--- src/rtl/cat_pkg.sv ---
`default_nettype none

package cat_pkg;

    // Remaining time kept in mixed radix, so no division is needed for the display.
    typedef struct packed {
        logic [6:0] hours;
        logic [5:0] minutes;
        logic [5:0] seconds;
    } hms_t;

    typedef logic [1:0] unit_t;
    typedef logic [0:0] cfg_index_t;

    localparam unit_t UNIT_HOURS   = 2'd0;
    localparam unit_t UNIT_MINUTES = 2'd1;
    localparam unit_t UNIT_SECONDS = 2'd2;
    localparam unit_t UNIT_UNUSED  = 2'd3;

    localparam logic FUNC_TICK   = 1'b0;
    localparam logic FUNC_BUTTON = 1'b1;

    localparam cfg_index_t CFG_TICK_PERIOD  = 1'b0;
    localparam cfg_index_t CFG_REFRESH_SLOT = 1'b1;

    localparam logic [7:0] TICK_PERIOD_RESET  = 8'd61;
    localparam logic [7:0] REFRESH_SLOT_RESET = 8'd9;

    localparam logic [6:0] HOURS_MAX   = 7'd99;
    localparam logic [5:0] MINUTES_MAX = 6'd59;
    localparam logic [5:0] SECONDS_MAX = 6'd59;

    localparam hms_t TIME_ZERO = '{hours: 7'd0, minutes: 6'd0, seconds: 6'd0};
    localparam hms_t TIME_FULL = '{hours: HOURS_MAX, minutes: MINUTES_MAX, seconds: SECONDS_MAX};

endpackage

`default_nettype wire

--- src/rtl/countdown_alarm_timer.sv ---
`default_nettype none

// Countdown alarm timer with an hh:mm:ss display value. Every input transfer is either
// one prescaler tick (s_func low) or one button event (s_func high) that may carry
// several buttons at once; within an event the buttons act in the order up, mode,
// down, start. Start while running stops the countdown and clears both time and alarm.
// On a tick the prescale count advances and wraps to zero once it reaches tick_period;
// when it equals refresh_slot (unless running at zero) the display is flagged for a
// redraw and a running countdown loses one second, raising the alarm when it reaches
// zero. The time saturates at 00:00:00 and 99:59:59. Every input transfer yields
// exactly one result transfer. The block takes one item per clock: the whole state
// update is one pass of narrow mixed-radix logic from the state registers back into
// themselves, and the result is registered with the input transfer. The output
// register frees itself in the same cycle it is taken, so s_ready stays high as long
// as the consumer keeps up. Configuration (cfg_we, cfg_index, cfg_data) is a plain
// write port: index 0 is tick_period (reset 61), index 1 is refresh_slot (reset 9).
// There is no clearing pass after reset; the block is ready as soon as reset is released.
module countdown_alarm_timer (
    input  wire                 aclk,
    input  wire                 aresetn,

    input  wire                 cfg_we,
    input  cat_pkg::cfg_index_t cfg_index,
    input  wire  [7:0]          cfg_data,

    input  wire                 s_valid,
    output logic                s_ready,
    input  wire                 s_func,
    input  wire                 s_btn_up,
    input  wire                 s_btn_mode,
    input  wire                 s_btn_down,
    input  wire                 s_btn_start,

    output logic                m_valid,
    input  wire                 m_ready,
    output logic [6:0]          m_hours,
    output logic [5:0]          m_minutes,
    output logic [5:0]          m_seconds,
    output logic                m_alarm_out,
    output logic                m_running,
    output logic [1:0]          m_edit_unit,
    output logic                m_refresh,
    output logic                m_alarm_message
);

    // Adds one edit unit, saturating at the top of the range.
    function automatic cat_pkg::hms_t add_unit(input cat_pkg::hms_t t,
                                               input cat_pkg::unit_t u);
        cat_pkg::hms_t r;
        r = t;
        case (u)
            cat_pkg::UNIT_HOURS: begin
                if (t.hours >= cat_pkg::HOURS_MAX) begin
                    r = cat_pkg::TIME_FULL;
                end else begin
                    r.hours = t.hours + 7'd1;
                end
            end
            cat_pkg::UNIT_MINUTES: begin
                if (t.hours >= cat_pkg::HOURS_MAX && t.minutes >= cat_pkg::MINUTES_MAX) begin
                    r = cat_pkg::TIME_FULL;
                end else if (t.minutes >= cat_pkg::MINUTES_MAX) begin
                    r.minutes = 6'd0;
                    r.hours   = t.hours + 7'd1;
                end else begin
                    r.minutes = t.minutes + 6'd1;
                end
            end
            cat_pkg::UNIT_SECONDS: begin
                if (t == cat_pkg::TIME_FULL) begin
                    r = cat_pkg::TIME_FULL;
                end else if (t.seconds < cat_pkg::SECONDS_MAX) begin
                    r.seconds = t.seconds + 6'd1;
                end else if (t.minutes < cat_pkg::MINUTES_MAX) begin
                    r.seconds = 6'd0;
                    r.minutes = t.minutes + 6'd1;
                end else begin
                    r.seconds = 6'd0;
                    r.minutes = 6'd0;
                    r.hours   = t.hours + 7'd1;
                end
            end
            default: begin
                r = t;
            end
        endcase
        return r;
    endfunction

    // Takes one second off, with borrow; zero stays zero.
    function automatic cat_pkg::hms_t dec_one(input cat_pkg::hms_t t);
        cat_pkg::hms_t r;
        r = t;
        if (t.seconds != 6'd0) begin
            r.seconds = t.seconds - 6'd1;
        end else if (t.minutes != 6'd0) begin
            r.seconds = cat_pkg::SECONDS_MAX;
            r.minutes = t.minutes - 6'd1;
        end else if (t.hours != 7'd0) begin
            r.seconds = cat_pkg::SECONDS_MAX;
            r.minutes = cat_pkg::MINUTES_MAX;
            r.hours   = t.hours - 7'd1;
        end else begin
            r = cat_pkg::TIME_ZERO;
        end
        return r;
    endfunction

    // Subtracts one edit unit, saturating at zero.
    function automatic cat_pkg::hms_t sub_unit(input cat_pkg::hms_t t,
                                               input cat_pkg::unit_t u);
        cat_pkg::hms_t r;
        r = t;
        case (u)
            cat_pkg::UNIT_HOURS: begin
                if (t.hours != 7'd0) begin
                    r.hours = t.hours - 7'd1;
                end else begin
                    r = cat_pkg::TIME_ZERO;
                end
            end
            cat_pkg::UNIT_MINUTES: begin
                if (t.hours == 7'd0 && t.minutes == 6'd0) begin
                    r = cat_pkg::TIME_ZERO;
                end else if (t.minutes != 6'd0) begin
                    r.minutes = t.minutes - 6'd1;
                end else begin
                    r.minutes = cat_pkg::MINUTES_MAX;
                    r.hours   = t.hours - 7'd1;
                end
            end
            cat_pkg::UNIT_SECONDS: begin
                r = dec_one(t);
            end
            default: begin
                r = t;
            end
        endcase
        return r;
    endfunction

    // Configuration registers.
    logic [7:0] period_reg;
    logic [7:0] slot_reg;

    // Timer state.
    cat_pkg::hms_t  remain_reg, remain_next;
    logic [7:0]     count_reg, count_next;
    cat_pkg::unit_t unit_reg, unit_next;
    logic           run_reg, run_next;
    logic           alarm_reg, alarm_next;

    // Result register.
    logic           m_valid_reg;
    cat_pkg::hms_t  out_remain_reg;
    logic           out_alarm_reg;
    logic           out_run_reg;
    cat_pkg::unit_t out_unit_reg;
    logic           out_refresh_reg;
    logic           out_msg_reg;

    logic           s_accept;
    logic [8:0]     count_inc;
    logic           remain_zero;
    cat_pkg::hms_t  after_up;
    cat_pkg::hms_t  after_down;
    cat_pkg::hms_t  tick_dec;
    cat_pkg::unit_t unit_mode;
    cat_pkg::unit_t unit_after_mode;
    logic           refresh_c;
    logic           msg_c;

    // The result register is free when empty or when its content leaves this cycle.
    assign s_ready  = !m_valid_reg || m_ready;
    assign s_accept = s_valid && s_ready;

    assign remain_zero = (remain_reg == cat_pkg::TIME_ZERO);
    assign count_inc   = {1'b0, count_reg} + 9'd1;
    assign tick_dec    = dec_one(remain_reg);

    // Button chain: up acts in the old unit, down in the unit that mode leaves behind.
    assign after_up        = s_btn_up ? add_unit(remain_reg, unit_reg) : remain_reg;
    assign unit_mode       = (unit_reg >= cat_pkg::UNIT_SECONDS) ? cat_pkg::UNIT_HOURS
                                                                  : unit_reg + 2'd1;
    assign unit_after_mode = s_btn_mode ? unit_mode : unit_reg;
    assign after_down      = s_btn_down ? sub_unit(after_up, unit_after_mode) : after_up;

    always_comb begin
        remain_next = remain_reg;
        count_next  = count_reg;
        unit_next   = unit_reg;
        run_next    = run_reg;
        alarm_next  = alarm_reg;
        refresh_c   = 1'b0;
        msg_c       = 1'b0;
        if (s_accept) begin
            if (s_func == cat_pkg::FUNC_TICK) begin
                if (count_inc >= {1'b0, period_reg}) begin
                    count_next = 8'd0;
                end else begin
                    count_next = count_inc[7:0];
                    // A running countdown stuck at zero only counts ticks.
                    if (!(run_reg && remain_zero) && count_inc[7:0] == slot_reg) begin
                        refresh_c = 1'b1;
                        if (run_reg) begin
                            remain_next = tick_dec;
                            if (tick_dec == cat_pkg::TIME_ZERO) begin
                                alarm_next = 1'b1;
                                msg_c      = 1'b1;
                            end
                        end
                    end
                end
            end else begin
                remain_next = after_down;
                unit_next   = unit_after_mode;
                if (s_btn_start) begin
                    if (run_reg) begin
                        remain_next = cat_pkg::TIME_ZERO;
                        alarm_next  = 1'b0;
                        run_next    = 1'b0;
                    end else begin
                        run_next = 1'b1;
                    end
                end
            end
        end
    end

    always_ff @(posedge aclk) begin
        if (!aresetn) begin
            period_reg <= cat_pkg::TICK_PERIOD_RESET;
            slot_reg   <= cat_pkg::REFRESH_SLOT_RESET;
        end else if (cfg_we) begin
            case (cfg_index)
                cat_pkg::CFG_TICK_PERIOD:  period_reg <= cfg_data;
                cat_pkg::CFG_REFRESH_SLOT: slot_reg   <= cfg_data;
                default: begin
                end
            endcase
        end
    end

    always_ff @(posedge aclk) begin
        if (!aresetn) begin
            remain_reg <= cat_pkg::TIME_ZERO;
            count_reg  <= 8'd0;
            unit_reg   <= cat_pkg::UNIT_HOURS;
            run_reg    <= 1'b0;
            alarm_reg  <= 1'b0;
        end else begin
            remain_reg <= remain_next;
            count_reg  <= count_next;
            unit_reg   <= unit_next;
            run_reg    <= run_next;
            alarm_reg  <= alarm_next;
        end
    end

    always_ff @(posedge aclk) begin
        if (!aresetn) begin
            m_valid_reg <= 1'b0;
        end else if (s_accept) begin
            m_valid_reg <= 1'b1;
        end else if (m_ready) begin
            m_valid_reg <= 1'b0;
        end
    end

    always_ff @(posedge aclk) begin
        if (s_accept) begin
            out_remain_reg  <= remain_next;
            out_alarm_reg   <= alarm_next;
            out_run_reg     <= run_next;
            out_unit_reg    <= unit_next;
            out_refresh_reg <= refresh_c;
            out_msg_reg     <= msg_c;
        end
    end

    assign m_valid         = m_valid_reg;
    assign m_hours         = out_remain_reg.hours;
    assign m_minutes       = out_remain_reg.minutes;
    assign m_seconds       = out_remain_reg.seconds;
    assign m_alarm_out     = out_alarm_reg;
    assign m_running       = out_run_reg;
    assign m_edit_unit     = out_unit_reg;
    assign m_refresh       = out_refresh_reg;
    assign m_alarm_message = out_msg_reg;

    // The stored time never leaves 00:00:00 .. 99:59:59.
    assert property (@(posedge aclk) disable iff (!aresetn)
        remain_reg.hours <= cat_pkg::HOURS_MAX && remain_reg.minutes <= cat_pkg::MINUTES_MAX
        && remain_reg.seconds <= cat_pkg::SECONDS_MAX)
        else $error("stored time out of range");

    // The unused unit code is never entered.
    assert property (@(posedge aclk) disable iff (!aresetn)
        unit_reg != cat_pkg::UNIT_UNUSED)
        else $error("edit unit holds unused code");

    // An alarm message only comes with a redraw, a raised alarm and zero time.
    assert property (@(posedge aclk) disable iff (!aresetn)
        m_valid_reg && out_msg_reg |-> out_refresh_reg && out_alarm_reg && out_run_reg
        && out_remain_reg == cat_pkg::TIME_ZERO)
        else $error("alarm message without alarm at zero time");

    // A held result is not overwritten: nothing is taken while a stalled result waits.
    assert property (@(posedge aclk) disable iff (!aresetn)
        m_valid_reg && !m_ready |-> !s_accept)
        else $error("input taken over a stalled result");

    // Stopping with start clears the alarm along with the time.
    assert property (@(posedge aclk) disable iff (!aresetn)
        s_accept && s_func == cat_pkg::FUNC_BUTTON && s_btn_start && run_reg
        |=> !alarm_reg && !run_reg && remain_reg == cat_pkg::TIME_ZERO)
        else $error("stop did not clear time and alarm");

endmodule

`default_nettype wire
--- config.mk ---
export PLATFORM = sky130hd
export DESIGN_NAME = countdown_alarm_timer
export DESIGN_NICKNAME = d
export VERILOG_FILES = /design/src/rtl/cat_pkg.sv /design/src/rtl/countdown_alarm_timer.sv
export SDC_FILE = /design/constraint.sdc
export NUM_CORES = 1
export LEC_CHECK = 0
export BUFFER_PORTS_ARGS = -buffer_cell sky130_fd_sc_hd__buf_2
export CAP_MARGIN = 20
export CORE_MARGIN = 4
export CORE_UTILIZATION = 40
export CTS_CLUSTER_DIAMETER = 60
export CTS_CLUSTER_SIZE = 12
export DETAILED_ROUTE_END_ITERATION = 8
export MAX_ROUTING_LAYER = met4
export SYNTH_ARGS = -nofsm -noshare
export SYNTH_HDL_FRONTEND = slang
export SYNTH_SLANG_ARGS = --single-unit
--- constraint.sdc ---
create_clock -name aclk -period 5.4 [get_ports aclk]
set_clock_uncertainty 0.2 [all_clocks]
set_input_delay 0.27 -clock aclk [delete_from_list [all_inputs] [get_ports aclk]]
set_output_delay 0.27 -clock aclk [all_outputs]
set_load 0.02 [all_outputs]
==> impl_summary.log <==
INFO  metric result_of_the_run = completed
INFO  metric core_area = 15400 µm²
INFO  metric critical_path.startpoint_type = flip-flop
INFO  metric portBuffers = 45
INFO  metric arrival = 4.43 ns
INFO  metric smallest_setup_slack_after_layout = 0.847 ns
INFO  metric netlist_instances = 792
INFO  metric cts_inserted_buffers = 9
INFO  metric grt_pass1_wl = 34.8 mm
INFO  metric postCtsSetupBuffers = 0
INFO  metric asyncSetResetFlopFracSynth = 0%
INFO  metric cp.buffers_inverters = 2
INFO  metric cts_tree = built
INFO  metric layout.cells.most_common_list = 88 x nand2_1, 63 x a21oi_1, 54 x nor2_1
INFO  metric yosys.cell_types.count = around 100
INFO  metric cts_htree_levels = 3
INFO  metric max-cap-violations = 0
INFO  metric slew-limit-headroom = about a quarter
INFO  metric syn_avg_cell_area = roughly 8 µm²
INFO  metric via_count_of_the_first_global_routing_pass = 6171
INFO  metric report.final.setup_viol = 0
INFO  metric grt_antenna_before_repair = 0
INFO  metric power.density = approximately 230 nW/µm²
INFO  metric num_rows = 45
INFO  metric hold_path.class = input pin to flip-flop
INFO  metric synth_warnings = 0
INFO  metric mostFrequentLayoutCell = nand2_1
INFO  metric detail_route.drc_violations = 0
INFO  metric power.leakage = 2.79 nW
INFO  metric rsz0062_at_grt = false
INFO  metric crit_path_frequent_cell = ha_1
INFO  metric summed_instance_area_of_the_synthesized_netlist = 6350 µm²
INFO  metric grtUsageTotal = between 20% and 30%
INFO  metric die_h = ~130 µm
INFO  metric largest_register_ffs = 19
INFO  metric detail_route.first_pass.iterations = 6
INFO  metric critPathMaxFanout = 16
INFO  metric layout_worst_path_cycle_share = 84.3%
INFO  metric grt_start_max_net_pins = 38
INFO  metric synth_enable_flop_cells = 25
INFO  metric tightest_slew = approximately 1.1 ns
INFO  metric cp_slowest_stage_delay = approximately 0.54 ns
INFO  metric hold_viol = 0
INFO  metric grt.overflow.total = 0
INFO  metric worstPathCellList = ha_1 > o2111ai_4 > o21ai_0 > a21oi_1 > nor2_1 > and2_1 > ha_1 > inv_1 > or3_4 > nor4_4 > buf_4 > a41oi_1 > a22oi_1 > o21ai_1
INFO  metric required = approximately 5.3 ns
INFO  metric worst-setup-path-type = flip-flop to flip-flop
INFO  metric design.portCount = 46
INFO  metric finalWeightedCongestion = 1.03
INFO  metric cts_resized = 0
INFO  metric routed-via-count = 6734
INFO  metric cts_buffer_depth = 2
INFO  metric crit_end_element = flip-flop
INFO  metric clock_latency = 0.35 ns
INFO  metric floorplan.initialDensity = 41.3%
INFO  metric synth.ff_latch_count = 73
INFO  metric critical_path.slowest_cell = dfxtp_1
INFO  metric area.growth.synth_to_final = 11.9%
INFO  metric die_extent_in_x = approximately 130 µm
INFO  metric ys_dominant_reg_cell = dfxtp_1
INFO  metric finish.utilization = 46.2%
INFO  metric wl_per_cell = 21.8 µm
INFO  metric cts_num_sinks = 73
INFO  metric avgViaCountPerCell = 6.46
INFO  metric die_area = ~18000 µm²
INFO  metric postSynthNetCount = 830
INFO  metric num-fill-cells = about 1500
INFO  metric period_minus_slack = 4.55 ns
INFO  metric timing.setup.tns = 0 ns
INFO  metric clk_pin_slew_worst_paths = 0.06 ns
INFO  metric dr.first_iter.drc_count = 1038
INFO  metric crit_family = compound AO/OA/AOI/OAI gates
INFO  metric dp_hpwl = 17.0 mm
INFO  metric cts.root.buffer_cell = clkbuf_16
INFO  metric irDropWorstVdd = 166 µV
INFO  metric num-nets-final = 864
INFO  metric postRouteAntennaNets = 0
INFO  metric detailedPlace.worstSlack = 1.01 ns
INFO  metric seq_area_frac_synth = 27.0%
INFO  metric slew_violations = 0
INFO  metric cts.hold.buffers_added = 9
INFO  metric post_route_cells_drive_above_1_share = 15.2%
INFO  metric drt_wl_total = 22.7 mm
INFO  metric max_clock_freq = 220 MHz
## path summary, 6_finish.rpt
check	start	endpoint	slack, ns	cells past startpoint
min reg2reg	period_reg[1]$_SDFFE_PN0P_	period_reg[1]$_SDFFE_PN0P_	0.26	2
min	m_ready	m_valid$_SDFFE_PN0P_	0.05	3
max	remain_reg[6]$_SDFF_PN0_	m_seconds[5]$_DFFE_PP_	0.85	14
max reg2reg	remain_reg[6]$_SDFF_PN0_	m_seconds[5]$_DFFE_PP_	0.85	14
## power by group
group | internal (mW) | leakage, nW | total [mW] | switching, mW
Sequential | 0.597 | 0.644 | 0.621 | 0.0239
Clock | 0.324 | 0.144 | 0.592 | 0.268
Combinational | 0.147 | 2.00 | 0.436 | 0.289
Total | 1.07 | 2.79 | 1.65 | 0.580
## Yosys cell counts, drive strengths merged (6+ instances only)
cell	count	share of area, %
o22ai	11	1.1
o31ai	10	1.2
and3	6	0.59
nand2	89	5.3
a31oi	17	1.7
nand4	8	0.79
a21boi	7	1.1
a22oi	6	0.71
ha	19	3.7
edfxtp	25	12
inv	31	1.8
dfxtp	48	15
o21ai	49	4.0
a22o	7	0.97
a211oi	11	1.3
nand2b	10	0.99
o211ai	13	1.6
xor2	9	1.2
o21a	6	0.71
clkbuf	24	1.4
xnor2	13	1.8
o2111ai	6	1.2
a21o	10	1.2
nor3	34	3.0
buf	30	3.1
and2	11	1.1
nand3b	10	1.4
nor4	7	1.4
nand3	32	2.7
nor2	55	3.3
a21oi	69	5.8
## layer usage
metal | share of wire, % | global-route usage [%] | vias up
met1 | 44 | 34.2 | 3207
met2 | 44 | 38.2 | 390
met4 | 3.7 | 9.49 | 0
li1 | - | - | 3070
met5 | 0 | - | -
met3 | 8.3 | 4.58 | 67
## worst min-delay path, cell delays in order
cell,delay [ns]
buf_2,0.07
nand2b_1,0.12
a21oi_1,0.07
## through the flow
stage | hold slack (ns) | power (mW) | instances | instance area, µm²
2_1_floorplan | 0.194 | 0.923 | 792 | 6350
3_3_place_gp | 0.252 | 1.05 | 1017 | 6720
3_5_place_dp | 0.253 | 1.05 | 1017 | 6720
4_1_cts | 0.0450 | 1.65 | 1042 | 7100
5_1_grt | 0.0580 | 1.72 | 1042 | 7100
6_report | 0.0472 | 1.65 | 1043 | 7100
## logic make-up after synthesis
family	count (synthesis)	synth area share (%)
AO/OA/AOI/OAI	273	30.4
XOR/XNOR	27	4.83
adder cells (fa/ha/maj)	19	3.74
buffers and inverters	87	6.50
flip-flops	73	27.0
multiplexers	8	1.32
AND/OR/NAND/NOR	305	26.3
## area by class of cell
class                           count  area (µm²)  area share [%]
Sequential cell                    73        1710            24.1
Inverter                           33         124            1.74
Tap cell                          211         264            3.72
Clock buffer                        9         225            3.17
Timing Repair Buffer               77         488            6.87
Multi-Input combinational cell    632        4220            59.5
Antenna cell                        1        2.50          0.0352
Clock inverter                      7        63.8           0.898
No activity file was read; power rests on OpenSTA's default activity.
